[src/rtl/core/bdq_pkg.sv]
package bdq_pkg;

  // Default geometry
  localparam int DEPTH_DEF      = 16;
  localparam int DATA_WIDTH_DEF = 32;

  // Fixed field widths
  localparam int OPCODE_W = 3;
  localparam int STATUS_W = 2;
  localparam int CFG_W    = 5;

  // Capacity register value after reset
  localparam logic [CFG_W-1:0] MAX_ENTRIES_RST = 5'd16;

  // Operation codes; 6 and 7 are no-ops
  typedef enum logic [OPCODE_W-1:0] {
    OP_PUSH_FRONT = 3'd0,
    OP_PUSH_BACK  = 3'd1,
    OP_POP_FRONT  = 3'd2,
    OP_POP_BACK   = 3'd3,
    OP_PEEK_FRONT = 3'd4,
    OP_PEEK_BACK  = 3'd5
  } opcode_t;

  // Result status
  typedef enum logic [STATUS_W-1:0] {
    ST_OK    = 2'd0,
    ST_FULL  = 2'd1,
    ST_EMPTY = 2'd2
  } status_t;

endpackage

[src/rtl/core/bdq_ram.sv]
// Ring store: one synchronous port, write or registered read per cycle.
module bdq_ram
  import bdq_pkg::*;
#(
  parameter int DEPTH      = DEPTH_DEF,
  parameter int DATA_WIDTH = DATA_WIDTH_DEF,
  parameter int IDX_W      = $clog2(DEPTH)
) (
  input  logic                  clk,
  input  logic                  we,
  input  logic                  re,
  input  logic [IDX_W-1:0]      addr,
  input  logic [DATA_WIDTH-1:0] wdata,
  output logic [DATA_WIDTH-1:0] rdata
);

  logic [DATA_WIDTH-1:0] mem [DEPTH];
  logic [DATA_WIDTH-1:0] rdata_r;

  // rdata holds until the next read
  always_ff @(posedge clk) begin
    if (we) begin
      mem[addr] <= wdata;
    end
    if (re) begin
      rdata_r <= mem[addr];
    end
  end

  assign rdata = rdata_r;

endmodule

[src/rtl/core/bounded_deque.sv]
// Bounded double-ended queue kept in a ring store with front index and count.
// Each result passes the store access and pending stage, then the output register,
// which drives out_tvalid and holds the result while out_tready is low.
// Throughput: one request per cycle while out_tready is high; the single
// store port serves each request's one write or one read in its accept cycle.
// Reset (synchronous, active low): queue empty, front index 0, capacity 16;
// store contents are not cleared.
module bounded_deque
  import bdq_pkg::*;
#(
  parameter int DEPTH      = DEPTH_DEF,
  parameter int DATA_WIDTH = DATA_WIDTH_DEF
) (
  input  logic                                      clk,
  input  logic                                      rst_n,
  // request channel
  input  logic                                      in_tvalid,
  output logic                                      in_tready,
  // in_tdata: push_value, zero padded to bytes
  input  logic [((DATA_WIDTH+7)/8)*8-1:0]           in_tdata,
  // in_tuser: opcode
  input  logic [OPCODE_W-1:0]                       in_tuser,
  // result channel
  output logic                                      out_tvalid,
  input  logic                                      out_tready,
  // out_tdata: read_value, occupancy, is_empty, is_full, zero padded to bytes
  output logic [((DATA_WIDTH+$clog2(DEPTH+1)+2+7)/8)*8-1:0] out_tdata,
  // out_tuser: status
  output logic [STATUS_W-1:0]                       out_tuser,
  // capacity register write
  input  logic                                      cfg_valid,
  output logic                                      cfg_ready,
  input  logic [CFG_W-1:0]                          cfg_data
);

  localparam int IDX_W       = $clog2(DEPTH);
  localparam int CNT_W       = $clog2(DEPTH + 1);
  localparam int SUM_W       = CNT_W + 1;
  localparam int CMP_W       = (CNT_W > CFG_W) ? CNT_W : CFG_W;
  localparam int OUT_TDATA_W = ((DATA_WIDTH + CNT_W + 2 + 7) / 8) * 8;

  // ---------------------------------------------------------------------
  // Capacity register
  logic [CFG_W-1:0] max_entries_r;

  assign cfg_ready = 1'b1;

  always_ff @(posedge clk) begin
    if (!rst_n) begin
      max_entries_r <= MAX_ENTRIES_RST;
    end else if (cfg_valid && cfg_ready) begin
      max_entries_r <= cfg_data;
    end
  end

  // effective capacity saturates at DEPTH
  logic [CMP_W-1:0] cap;
  always_comb begin
    if (CMP_W'(max_entries_r) > CMP_W'(DEPTH)) begin
      cap = CMP_W'(DEPTH);
    end else begin
      cap = CMP_W'(max_entries_r);
    end
  end

  // ---------------------------------------------------------------------
  // Handshake between request, pending and output stages
  logic p_valid_r, p_valid_nxt;
  logic out_valid_r, out_valid_nxt;
  logic p_move, in_acc;

  assign p_move    = p_valid_r && (!out_valid_r || out_tready);
  assign in_tready = !p_valid_r || p_move;
  assign in_acc    = in_tvalid && in_tready;

  assign p_valid_nxt   = in_acc || (p_valid_r && !p_move);
  assign out_valid_nxt = p_move || (out_valid_r && !out_tready);

  // ---------------------------------------------------------------------
  // Queue pointers and operation decode
  logic [IDX_W-1:0] front_r, front_nxt;
  logic [CNT_W-1:0] count_r, count_nxt;

  opcode_t          op;
  logic             q_full, q_empty;
  logic [SUM_W-1:0] back_sum, last_sum;
  logic [IDX_W-1:0] back_idx, last_idx, front_dec, front_inc;
  logic             ram_we, ram_re;
  logic [IDX_W-1:0] ram_addr;
  status_t          req_status;

  assign op      = opcode_t'(in_tuser);
  assign q_full  = CMP_W'(count_r) >= cap;
  assign q_empty = (count_r == '0);

  // ring positions: slot after the back, last word, neighbors of the front
  always_comb begin
    back_sum = SUM_W'(front_r) + SUM_W'(count_r);
    last_sum = back_sum - SUM_W'(1);
    if (back_sum >= SUM_W'(DEPTH)) begin
      back_idx = IDX_W'(back_sum - SUM_W'(DEPTH));
    end else begin
      back_idx = IDX_W'(back_sum);
    end
    if (last_sum >= SUM_W'(DEPTH)) begin
      last_idx = IDX_W'(last_sum - SUM_W'(DEPTH));
    end else begin
      last_idx = IDX_W'(last_sum);
    end
    if (front_r == '0) begin
      front_dec = IDX_W'(DEPTH - 1);
    end else begin
      front_dec = front_r - IDX_W'(1);
    end
    if (front_r == IDX_W'(DEPTH - 1)) begin
      front_inc = '0;
    end else begin
      front_inc = front_r + IDX_W'(1);
    end
  end

  // per-request store access and pointer update
  always_comb begin
    front_nxt  = front_r;
    count_nxt  = count_r;
    ram_we     = 1'b0;
    ram_re     = 1'b0;
    ram_addr   = front_r;
    req_status = ST_OK;
    if (in_acc) begin
      unique case (op)
        OP_PUSH_FRONT: begin
          if (q_full) begin
            req_status = ST_FULL;
          end else begin
            ram_we    = 1'b1;
            ram_addr  = front_dec;
            front_nxt = front_dec;
            count_nxt = count_r + CNT_W'(1);
          end
        end
        OP_PUSH_BACK: begin
          if (q_full) begin
            req_status = ST_FULL;
          end else begin
            ram_we    = 1'b1;
            ram_addr  = back_idx;
            count_nxt = count_r + CNT_W'(1);
          end
        end
        OP_POP_FRONT, OP_PEEK_FRONT: begin
          if (q_empty) begin
            req_status = ST_EMPTY;
          end else begin
            ram_re   = 1'b1;
            ram_addr = front_r;
            if (op == OP_POP_FRONT) begin
              front_nxt = front_inc;
              count_nxt = count_r - CNT_W'(1);
            end
          end
        end
        OP_POP_BACK, OP_PEEK_BACK: begin
          if (q_empty) begin
            req_status = ST_EMPTY;
          end else begin
            ram_re   = 1'b1;
            ram_addr = last_idx;
            if (op == OP_POP_BACK) begin
              count_nxt = count_r - CNT_W'(1);
            end
          end
        end
        default: begin
          // unused codes leave the queue as it is
        end
      endcase
    end
  end

  // ---------------------------------------------------------------------
  // Store
  logic [DATA_WIDTH-1:0] ram_rdata;

  bdq_ram #(
    .DEPTH      (DEPTH),
    .DATA_WIDTH (DATA_WIDTH),
    .IDX_W      (IDX_W)
  ) u_ram (
    .clk   (clk),
    .we    (ram_we),
    .re    (ram_re),
    .addr  (ram_addr),
    .wdata (in_tdata[DATA_WIDTH-1:0]),
    .rdata (ram_rdata)
  );

  // ---------------------------------------------------------------------
  // Control registers
  always_ff @(posedge clk) begin
    if (!rst_n) begin
      front_r     <= '0;
      count_r     <= '0;
      p_valid_r   <= 1'b0;
      out_valid_r <= 1'b0;
    end else begin
      front_r     <= front_nxt;
      count_r     <= count_nxt;
      p_valid_r   <= p_valid_nxt;
      out_valid_r <= out_valid_nxt;
    end
  end

  // Pending stage: status and post-operation counts wait for the read data
  status_t          p_status_r;
  logic             p_rd_r;
  logic [CNT_W-1:0] p_count_r;
  logic             p_empty_r, p_full_r;

  always_ff @(posedge clk) begin
    if (in_acc) begin
      p_status_r <= req_status;
      p_rd_r     <= ram_re;
      p_count_r  <= count_nxt;
      p_empty_r  <= (count_nxt == '0);
      p_full_r   <= (CMP_W'(count_nxt) >= cap);
    end
  end

  // Output register
  status_t               o_status_r;
  logic [DATA_WIDTH-1:0] o_value_r;
  logic [CNT_W-1:0]      o_count_r;
  logic                  o_empty_r, o_full_r;

  always_ff @(posedge clk) begin
    if (p_move) begin
      o_status_r <= p_status_r;
      o_value_r  <= p_rd_r ? ram_rdata : '0;
      o_count_r  <= p_count_r;
      o_empty_r  <= p_empty_r;
      o_full_r   <= p_full_r;
    end
  end

  // Result packing
  assign out_tvalid = out_valid_r;
  assign out_tuser  = o_status_r;

  always_comb begin
    out_tdata                             = '0;
    out_tdata[DATA_WIDTH-1:0]             = o_value_r;
    out_tdata[DATA_WIDTH +: CNT_W]        = o_count_r;
    out_tdata[DATA_WIDTH + CNT_W]         = o_empty_r;
    out_tdata[DATA_WIDTH + CNT_W + 1]     = o_full_r;
  end

endmodule

[config.mk]
export PLATFORM = sky130hd
export DESIGN_NAME = bounded_deque
export DESIGN_NICKNAME = d
export VERILOG_FILES = /design/src/rtl/core/bdq_pkg.sv /design/src/rtl/core/bdq_ram.sv /design/src/rtl/core/bounded_deque.sv
export SDC_FILE = /design/constraint.sdc
export NUM_CORES = 1
export LEC_CHECK = 0
export BUFFER_PORTS_ARGS = -buffer_cell sky130_fd_sc_hd__buf_2
export CAP_MARGIN = 25
export CORE_AREA = 2 2 202 204
export CTS_CLUSTER_DIAMETER = 150
export CTS_CLUSTER_SIZE = 10
export DETAILED_ROUTE_END_ITERATION = 8
export DIE_AREA = 0 0 204 206
export PLACE_DENSITY = 0.79
export SYNTH_ARGS = -nofsm -noshare
export SYNTH_HDL_FRONTEND = slang
export SYNTH_SLANG_ARGS = --single-unit
[constraint.sdc]
create_clock -name clk -period 13.8 [get_ports clk]
set_input_delay 0.69 -clock clk [delete_from_list [all_inputs] [get_ports clk]]
set_output_delay 0.69 -clock clk [all_outputs]
set_load 0.02 [all_outputs]
## Yosys cells after proc, flatten, opt, wreduce, memory -nomap -nowiden

Memory sizes are Yosys's and may differ from the RTL's. A register that Yosys moved wholly into a read port is not among the register bits.
Cells that the tools add are included.

| operators by class | value |
|---|---|
| $add $sub $neg | 8 |
| order comparisons | 5 |
| equality and inequality tests | 8 |
| multiplexer cells | 31 |
| reductions and logical operators | 22 |

Operators with widths:

| kind | number |
|---|---|
| $mux 4 | 10 |
| $mux 5 | 7 |
| $pmux 5 s3 | 1 |
| $ge 6x5->1 const B | 2 |
| $pmux 4 s3 | 1 |
| $sub 4x1->4 const B | 3 |
| $ge 5x5->1 | 2 |
| $logic_not 5->1 | 2 |
| $mux 1 | 9 |
| $pmux 4 s2 | 1 |
| $add 4x5->6 | 1 |
| $eq 3x2->1 const B | 2 |
| $eq 3x3->1 const B | 2 |
| $reduce_or 2->1 | 3 |
| $sub 6x1->6 const B | 1 |
| $add 5x1->5 const B | 1 |
| $gt 5x5->1 const B | 1 |
| $sub 5x1->5 const B | 1 |
| $add 4x1->4 const B | 1 |
| $eq 4x4->1 const B | 1 |
| $logic_and 1x1->1 | 4 |
| $logic_not 1->1 | 4 |
| $logic_not 4->1 | 1 |
| $logic_or 1x1->1 | 4 |
| 8 further kinds | 9 |

| storage, ports and cells | value |
|---|---|
| flip-flop bits (word level) | 67 |
| RAM bits | 512 |
| bits of input ports | 45 |
| output and inout port bits | 45 |
| logic and storage cells | 90 |
| memories | 1 |

Memories:

| name | words | bits a word | read ports | clocked after Yosys merged registers in | wr ports | RTL line | text |
|---|---|---|---|---|---|---|---|
| u_ram.mem | 16 | 32 | 1 | 1 | 1 | bdq_ram.sv:17 | `logic [DATA_WIDTH-1:0] mem [DEPTH];` |

## Logic depth before layout (Yosys ltp)

Gate-level depths: netlist (run 1).

| depth | value |
|---|---|
| word-level depth | 8 |
| mapped depth | 16 |
| gate-level depth less buffers | 15 |

## Modules after synthesis

From an unflattened synthesis (run 1), not the netlist that was laid out.

| second synthesis, totals | value |
|---|---|
| cell total of the unflattened synthesis | 1158 |
| area total of the unflattened synthesis | 23735.3 um^2 |

By module, submodules not included:

| module | times used | cells each | area an instance (um^2) | seq. area each (um^2) |
|---|---|---|---|---|
| bdq_ram | 1 | 840 | 20183.1 | 16335.7 |
| bounded_deque | 1 | 318 | 3552.2 | 1851.8 |

## Least setup slack after synthesis (run 1)

OpenSTA, ideal clock, no wires.

| timing | value |
|---|---|
| path kind | input port to flip-flop |
| start | in out_tready |
| end | mem u_ram.mem[13][0] in the netlist's numbering, enable pin |
| setup time | 0.421 ns |
| arrival | 4.003 ns |
| required time | 13.379 ns |
| setup slack | 9.375 ns |
| stages on the path | 10 |
| buffers on the path | 2 |
| cell sequence | nand3b_1 > nand2_1 > inv_2 > nand2b_4 > nor2_1 > o32ai_2 > buf_2 > buf_1 > nand3b_1 > nor2_1 |

| between the ends | value |
|---|---|
| longest elaborated chain between the ends | 7 |
| elaborated cells between the ends (all ways) | 8 |
| those cells by class | mux: 4; reduce/logical: 4 |

RTL lines:

| item | RTL line | text |
|---|---|---|
| start, declared | bounded_deque.sv:25 | `input logic out_tready,` |
| $logic_or 1x1->1 (*) | bounded_deque.sv:72 | `assign p_move = p_valid_r && (!out_valid_r \|\| out_tready);` |
| $logic_and 1x1->1 (*) | bounded_deque.sv:72 |  |
| $logic_or 1x1->1 (*) | bounded_deque.sv:73 | `assign in_tready = !p_valid_r \|\| p_move;` |
| $logic_and 1x1->1 (*) | bounded_deque.sv:74 | `assign in_acc = in_tvalid && in_tready;` |
| named net in_acc | bounded_deque.sv:70 | `logic p_move, in_acc;` |
| $mux 1 | bounded_deque.sv:130 | `if (in_acc) begin` |
| $mux 1 | bdq_ram.sv:22 | `if (we) begin` |
| $mux 1 (implied by the code) | bdq_ram.sv:23 | `mem[addr] <= wdata;` |
| end, declared | bdq_ram.sv:17 |  |

The timed path passes the listed nets; every way through them passes the cells marked *.

## Worst setup path in the final report (run 1)

| timing | value |
|---|---|
| start | reg count_r[2] |
| end | mem u_ram.mem[10][16] in the netlist's numbering, enable pin |

| between the ends | value |
|---|---|
| longest elaborated chain between the ends | 7 |
| elaborated cells between the ends (all ways) | 20 |
| those cells by class | add/sub: 4; order compare: 3; mux: 12; reduce/logical: 1 |

RTL lines:

| item | RTL line | text |
|---|---|---|
| start, declared | bounded_deque.sv:82 | `logic [CNT_W-1:0] count_r, count_nxt;` |
| start signal, assigned | bounded_deque.sv:208 | `count_r <= count_nxt;` |
| $add 4x5->6 | bounded_deque.sv:98 | `back_sum = SUM_W'(front_r) + SUM_W'(count_r);` |
| $sub 6x1->6 | bounded_deque.sv:99 | `last_sum = back_sum - SUM_W'(1);` |
| $ge 6x5->1 / $sub 4x1->4 (equally long branches) | bounded_deque.sv:105, bounded_deque.sv:106 |  |
| $mux 4 | bounded_deque.sv:105 | `if (last_sum >= SUM_W'(DEPTH)) begin` |
| $mux 4 | bounded_deque.sv:164 | `if (q_empty) begin` |
| $pmux 4 s3 | bounded_deque.sv:131 | `unique case (op)` |
| $mux 4 | bounded_deque.sv:130 |  |

Parallel ways exist; a longest one is shown, timed or not.

==> impl_metrics.tcl, run 1 <==
set metrics [dict create \
    track_usage_pct 29.0 \
    hold_class "input port to flip-flop" \
    min_from "cfg_data[4]" \
    path_clk_slew_ps 60 \
    synth.top_cells.by_area "edfxtp_1 70%, a211oi_1 11%, mux2i_1 5.3%" \
    wire_per_inst_um 26.1 \
    die_w_um 204 \
    cts_buffers 71 \
    synth_cell_types 70 \
    period_share_pct 38.3 \
    worstMarginPinSlew_ps 1310 \
    postCtsHoldBufs 0 \
    cts_num_sinks 611 \
    critPathMostFrequentCell "buf_4" \
    clk_latency_ps 580 \
    netlist.area_leader.share_pct 69.9 \
    die_area_um2 42000 \
    start_kind "flip-flop" \
    power_leakage_nw 10.2 \
    via_count 15400 \
    postCtsResizedCells 0 \
    stdcell_count 2298 \
    rsz0062_at_grt "no" \
    grt_max_degree 260 \
    grt_pass1_vias 15300 \
    syn_inst 1690 \
    clk_path_buf_depth 3 \
    timing.rr.start "count_r[2]$_SDFF_PN0_" \
    drive_above_1_share_pct 13.5 \
    cts_setup_buffers 0 \
    ant_nets 0 \
    cpMaxStageDelayCell "a221o_4" \
    crit_family "compound AO/OA/AOI/OAI gates" \
    async_reset_ff_share_pct 0 \
    boundaryPins 90 \
    critPathKind "flip-flop to flip-flop" \
    final_cell_mix "595 x edfxtp_1, 385 x a211oi_1, 141 x inv_1, 136 x mux2i_1, 87 x buf_2" \
    hold_viol_final 0 \
    endpoint_kind "flip-flop" \
    h-tree-depth 3 \
    finalSetupTns_ps 0 \
    first_pass_iters 8 \
    postSynthAreaPerCell_um2 15.1 \
    relSlewSlack_pct 12.5 \
    synth_nets 1754 \
    grt_pass1_wl_um 90600 \
    setup-violations-final 0 \
    num_rows 74 \
    ys_seq_area_share_pct 71.2 \
    final_common_cell "edfxtp_1" \
    outcome "finished, final reports clean" \
    skew_ps 16.2 \
    dpl_cell_area_um2 26500 \
    initial_core_util_pct 63.6 \
    finalNetCount 1817 \
    gp_congestion 0.893 \
    peakVddDrop_mv 0.0940 \
    fin_crit_ps 5280 \
    placedCellCount 2212 \
    powerDensity_nw_per_um2 142 \
    syn_area_um2 25500 \
    cts-root-buf "clkbuf_16" \
    core_um2 40200 \
    syn_to_final_growth_pct 11.3 \
    drt_iter0_drc 1850 \
    synth_top_cell_by_area "edfxtp_1" \
    port_buffers 87 \
    antenna_found_initial 4 \
    drt_wl_total_um 60000 \
    cts_tree "yes" \
    ys_seq_elements 611 \
    fmax_mhz 189 \
    critPathMaxFanout 72 \
    maxCapViolations 0 \
    synth_edf_count 595 \
    vias_per_cell 6.71 \
    max_stage_delay_ps 790 \
    slew_viol_final 0 \
    finalPower_mw 4.04 \
    fillerInstances 2510 \
    path_cells "ha_1 > a21oi_1 > o21ai_2 > a21o_1 > a221o_4 > a21oi_4 > buf_4 > nand2_1 > nor2_4 > buf_4" \
    hpwl_um 30300 \
    die_y_um 206 \
    fin_area_um2 28400 \
    critPathLaunch "count_r[2]$_SDFF_PN0_" \
    gr-total-overflow 0 \
    worstPathArrival_ps 5520 \
    hold_slack_ps 348 \
    synth_warnings 0 \
    drc_errors 0 \
    synth_ff_type "edfxtp_1" \
    worstPathRequired_ps 14040 \
    path_buf_inv 2 \
]
synthesized netlist by cell type (4+ instances only):
library cell,number
nor2b_1,11
dfxtp_1,16
xnor2_1,4
inv_1,141
ha_1,18
a21oi_1,13
edfxtp_1,595
nand2_1,28
mux2i_1,136
buf_4,8
buf_1,5
nand3_1,5
nor3_1,5
and2_1,38
nand3b_1,4
o21ai_0,13
a21o_1,6
buf_6,8
or4_1,32
a31oi_1,6
nor2_1,37
o31ai_1,4
a211oi_1,385
buf_2,52
clkbuf_1,58
sequential cells by signal (all words and copies together), names as in the netlist, 2 cells and up:
register       cells
max_entries_r      5
p_count_r          5
o_value_r         32
front_r            4
u_ram.mem        512
p_status_r         2
out_tuser          2
o_count_r          5
u_ram.rdata       32
count_r            5
worst min-delay path, cell delays in order:
cell and delay (ps):
buf_2 70, nand2_1 50, o211ai_1 70
cells by family (layout without fill, tap and decap cells):
logic type,count (synthesis),after routing,synth area share [%]
adders and majority gates,21,21,1.04
buffers and inverters,275,350,4.65
other,2,3,0.0294
AOI/OAI and AO/OA,465,465,13.7
xor gates and xnor gates,5,5,0.171
and+or+nand+nor,175,175,3.90
muxes,136,136,5.33
DFF,611,611,71.2
per-layer routing:
layer | track usage (%) | share of wire, %
met3 | 5.96 | 9.7
met5 | 0 | 0.068
met1 | 39.2 | 39
met2 | 46.0 | 47
met4 | 13.1 | 3.9
worst paths after layout:
kind / endpoint / slack (ps) / cells after the start
setup / recovery: u_ram.mem[10][16]$_DFFE_PP_ / 8520 / 10
hold / removal: max_entries_r[4]$_SDFFE_PN1P_ / 350 / 3
setup reg to reg: u_ram.mem[10][16]$_DFFE_PP_ / 8520 / 10
hold reg to reg: o_count_r[3]$_DFFE_PP_ / 420 / 0
report_power, final:
part / switching, mW / total [mW] / internal (mW)
Sequential: 0.00852 / 2.08 / 2.07
Clock: 0.668 / 1.64 / 0.972
Combinational: 0.227 / 0.322 / 0.0953
Total: 0.903 / 4.04 / 3.14
layout make-up:
cell class                      count  area [um2]  share of cell area [%]
Sequential cell                   611       18200                    64.0
Multi-Input combinational cell    804        6360                    22.4
Clock buffer                       82        1920                    6.77
Timing Repair Buffer              121         703                    2.47
Tap cell                          532         666                    2.34
Inverter                          144         541                    1.90
Clock inverter                      3        33.8                   0.119
Antenna cell                        1        2.50                 0.00881
stage by stage:
step	utilization [%]	setup WS [ps]
after global routing	70.7	8260
final	70.7	8520
after floorplan	-	9380
after detailed placement	65.8	8580
after CTS	70.7	8540
after global placement	65.8	8610
(Power assumes the default switching activity.)
==> run 2: changes to the inputs <==
Settings changed: CORE_AREA 2 2 202 204 to 2 2 217 219, DIE_AREA 0 0 204 206 to 0 0 219 221, PLACE_DENSITY 0.79 to 0.72.
Clock period 13.8 ns to 4.4 ns, I/O delays scaled along.
==> run 2 against run 1 <==
Against the previous run: final cell count rose by 6.3%; register-to-register slack got worse by 8100 ps; combinational power grew to 3.4 times the previous value; count of clock-buffer cells in the layout grew 2; critical endpoint is now u_ram.rdata[9]$_DFFE_PP_; worst hold slack got worse by 320 ps; design area rose by 3.3%.
==> impl_metrics.tcl, run 2 (synthesis results as in run 1) <==
set metrics [dict create \
    num_rows 79 \
    start_kind "flip-flop" \
    fin_crit_ps 4020 \
    sequentialPowerShare_pct 51.5 \
    fin_area_um2 29400 \
    vias_per_cell 6.32 \
    internal_power_mw 9.81 \
    switchingPower_mw 2.86 \
    stdcell_count 2442 \
    worstPathArrival_ps 4360 \
    finalNetCount 1883 \
    clk_path_buf_depth 3 \
    die_y_um 221 \
    hold_viol_final 0 \
    fin_util_pct 63.7 \
    port_buffers 87 \
    cts_buffers 71 \
    cts_num_sinks 611 \
    rsz0062_at_grt "no" \
    critPathKind "flip-flop to flip-flop" \
    outcome "finished, final reports clean" \
    path_clk_slew_ps 60 \
    relSlewSlack_pct 31.8 \
    peakVddDrop_mv 0.367 \
    initial_core_util_pct 55.5 \
    worstPathRequired_ps 4740 \
    via_count 15400 \
    grt_max_degree 131 \
    boundaryPins 90 \
    critPathMaxFanout 72 \
    maxCapViolations 0 \
    core_um2 46100 \
    antenna_found_initial 1 \
    final_cell_mix "595 x edfxtp_1, 385 x a211oi_1, 141 x inv_1, 136 x mux2i_1, 87 x buf_2" \
    worstMarginPinSlew_ps 1020 \
    combPwrFrac_pct 8.5 \
    first_pass_iters 5 \
    gr-total-overflow 0 \
    slew_viol_final 0 \
    clk_latency_ps 600 \
    largest_reg_flops 512 \
    endpoint_kind "flip-flop" \
    cts-root-buf "clkbuf_16" \
    swShare_pct 22.6 \
    wire_per_inst_um 25.3 \
    drive_above_1_share_pct 14.5 \
    hpwl_um 32700 \
    power_leakage_nw 10.6 \
    clkPwrFrac_pct 40.0 \
    drt_iter0_drc 1307 \
    final_common_cell "edfxtp_1" \
    powerDensity_nw_per_um2 432 \
    drc_errors 0 \
    period_share_pct 91.4 \
    ant_nets 0 \
    track_usage_pct 25.8 \
    die_w_um 219 \
    die_area_um2 48400 \
    cts_tree "yes" \
    grt_pass1_vias 15500 \
    skew_ps 25.5 \
    dpl_cell_area_um2 27100 \
    largest_register "u_ram.mem" \
    placedCellCount 2316 \
    hold_class "input port to flip-flop" \
    syn_to_final_growth_pct 15.0 \
    setup-violations-final 0 \
    grt_pass1_wl_um 93800 \
    gp_congestion 0.871 \
    h-tree-depth 3 \
    drt_wl_total_um 61900 \
    fmax_mhz 249 \
    hold_slack_ps 25.9 \
]
-- run 2: changes by cell type in the layout (fill, tap and decap cells not counted) --
cell           before  now
clkbuf_16          76   73
buf_4              33   39
buf_12              1   25
nor4b_4             0    1
dlygate4sd3_1       0   36
clkinv_8            1    0
inv_6               2    3
inv_16              0    1
clkbuf_1            6   11
nor4b_2             1    0
-- run 2: power by group through the flow --
stage	combinational, mW	sequential, mW	clock (mW)
global placement	1.02	6.64	0
finish	1.08	6.52	5.07
CTS	1.08	6.52	5.14
floorplan	0.647	6.66	0
detailed placement	1.05	6.64	0
global route	1.16	6.52	5.37
-- run 2: final cells by class --
cell class	count	area, um2
fillers	3308	16700
multi-input cells	804	6370
inverters	144	541
clock inverters	4	46.3
diodes	1	2.50
well taps	607	759
clock buffers	84	1870
flip-flops and latches	611	18200
repair buffers	187	1590
-- run 2: per-layer routing --
metal	GRT usage, %	up-vias	wire, um
li1	-	6906	-
met1	35.5	7758	25600
met2	42.2	646	30500
met3	3.73	123	4020
met4	9.50	0	1760
met5	0	-	0
-- run 2: worst paths after layout --
path	start	end	slack [ps]	cells past startpoint
setup / recovery	count_r[1]$_SDFF_PN0_	u_ram.rdata[9]$_DFFE_PP_	380	11
hold / removal	in_tdata[20]	u_ram.mem[9][20]$_DFFE_PP_	30	1
setup reg to reg	count_r[1]$_SDFF_PN0_	u_ram.rdata[9]$_DFFE_PP_	380	11
hold reg to reg	p_count_r[0]$_DFFE_PP_	o_count_r[0]$_DFFE_PP_	420	0
-- run 2: what timing repair did --
item / 4_1_cts / 5_1_grt
buffers inserted: 0 / 0
endpoints found under the hold margin: 353 / 0
resized for setup: 0 / 1
hold buffers: 36 / 0
endpoints found under the setup margin: 0 / 4
-- run 2: critical path, cell delays in order, from the launching register on --
cell and delay (ps):
dfxtp_1 360, inv_1 140, ha_1 280, or4b_1 630, nand2_1 270, o41ai_4 100, buf_4 260, a21oi_4 220
buf_12 470, mux2i_1 300, a211oi_1 100, or4_1 540
-- run 2: stage by stage --
step | worst slack (ps) | power, mW | setup TNS, ps
4_1_cts | 290 | 12.7 | 0
2_1_floorplan | -5.45 | 7.30 | -818
3_3_place_gp | 453 | 7.66 | 0
6_report | 376 | 12.7 | 0
3_5_place_dp | 308 | 7.68 | 0
5_1_grt | 161 | 13.1 | 0
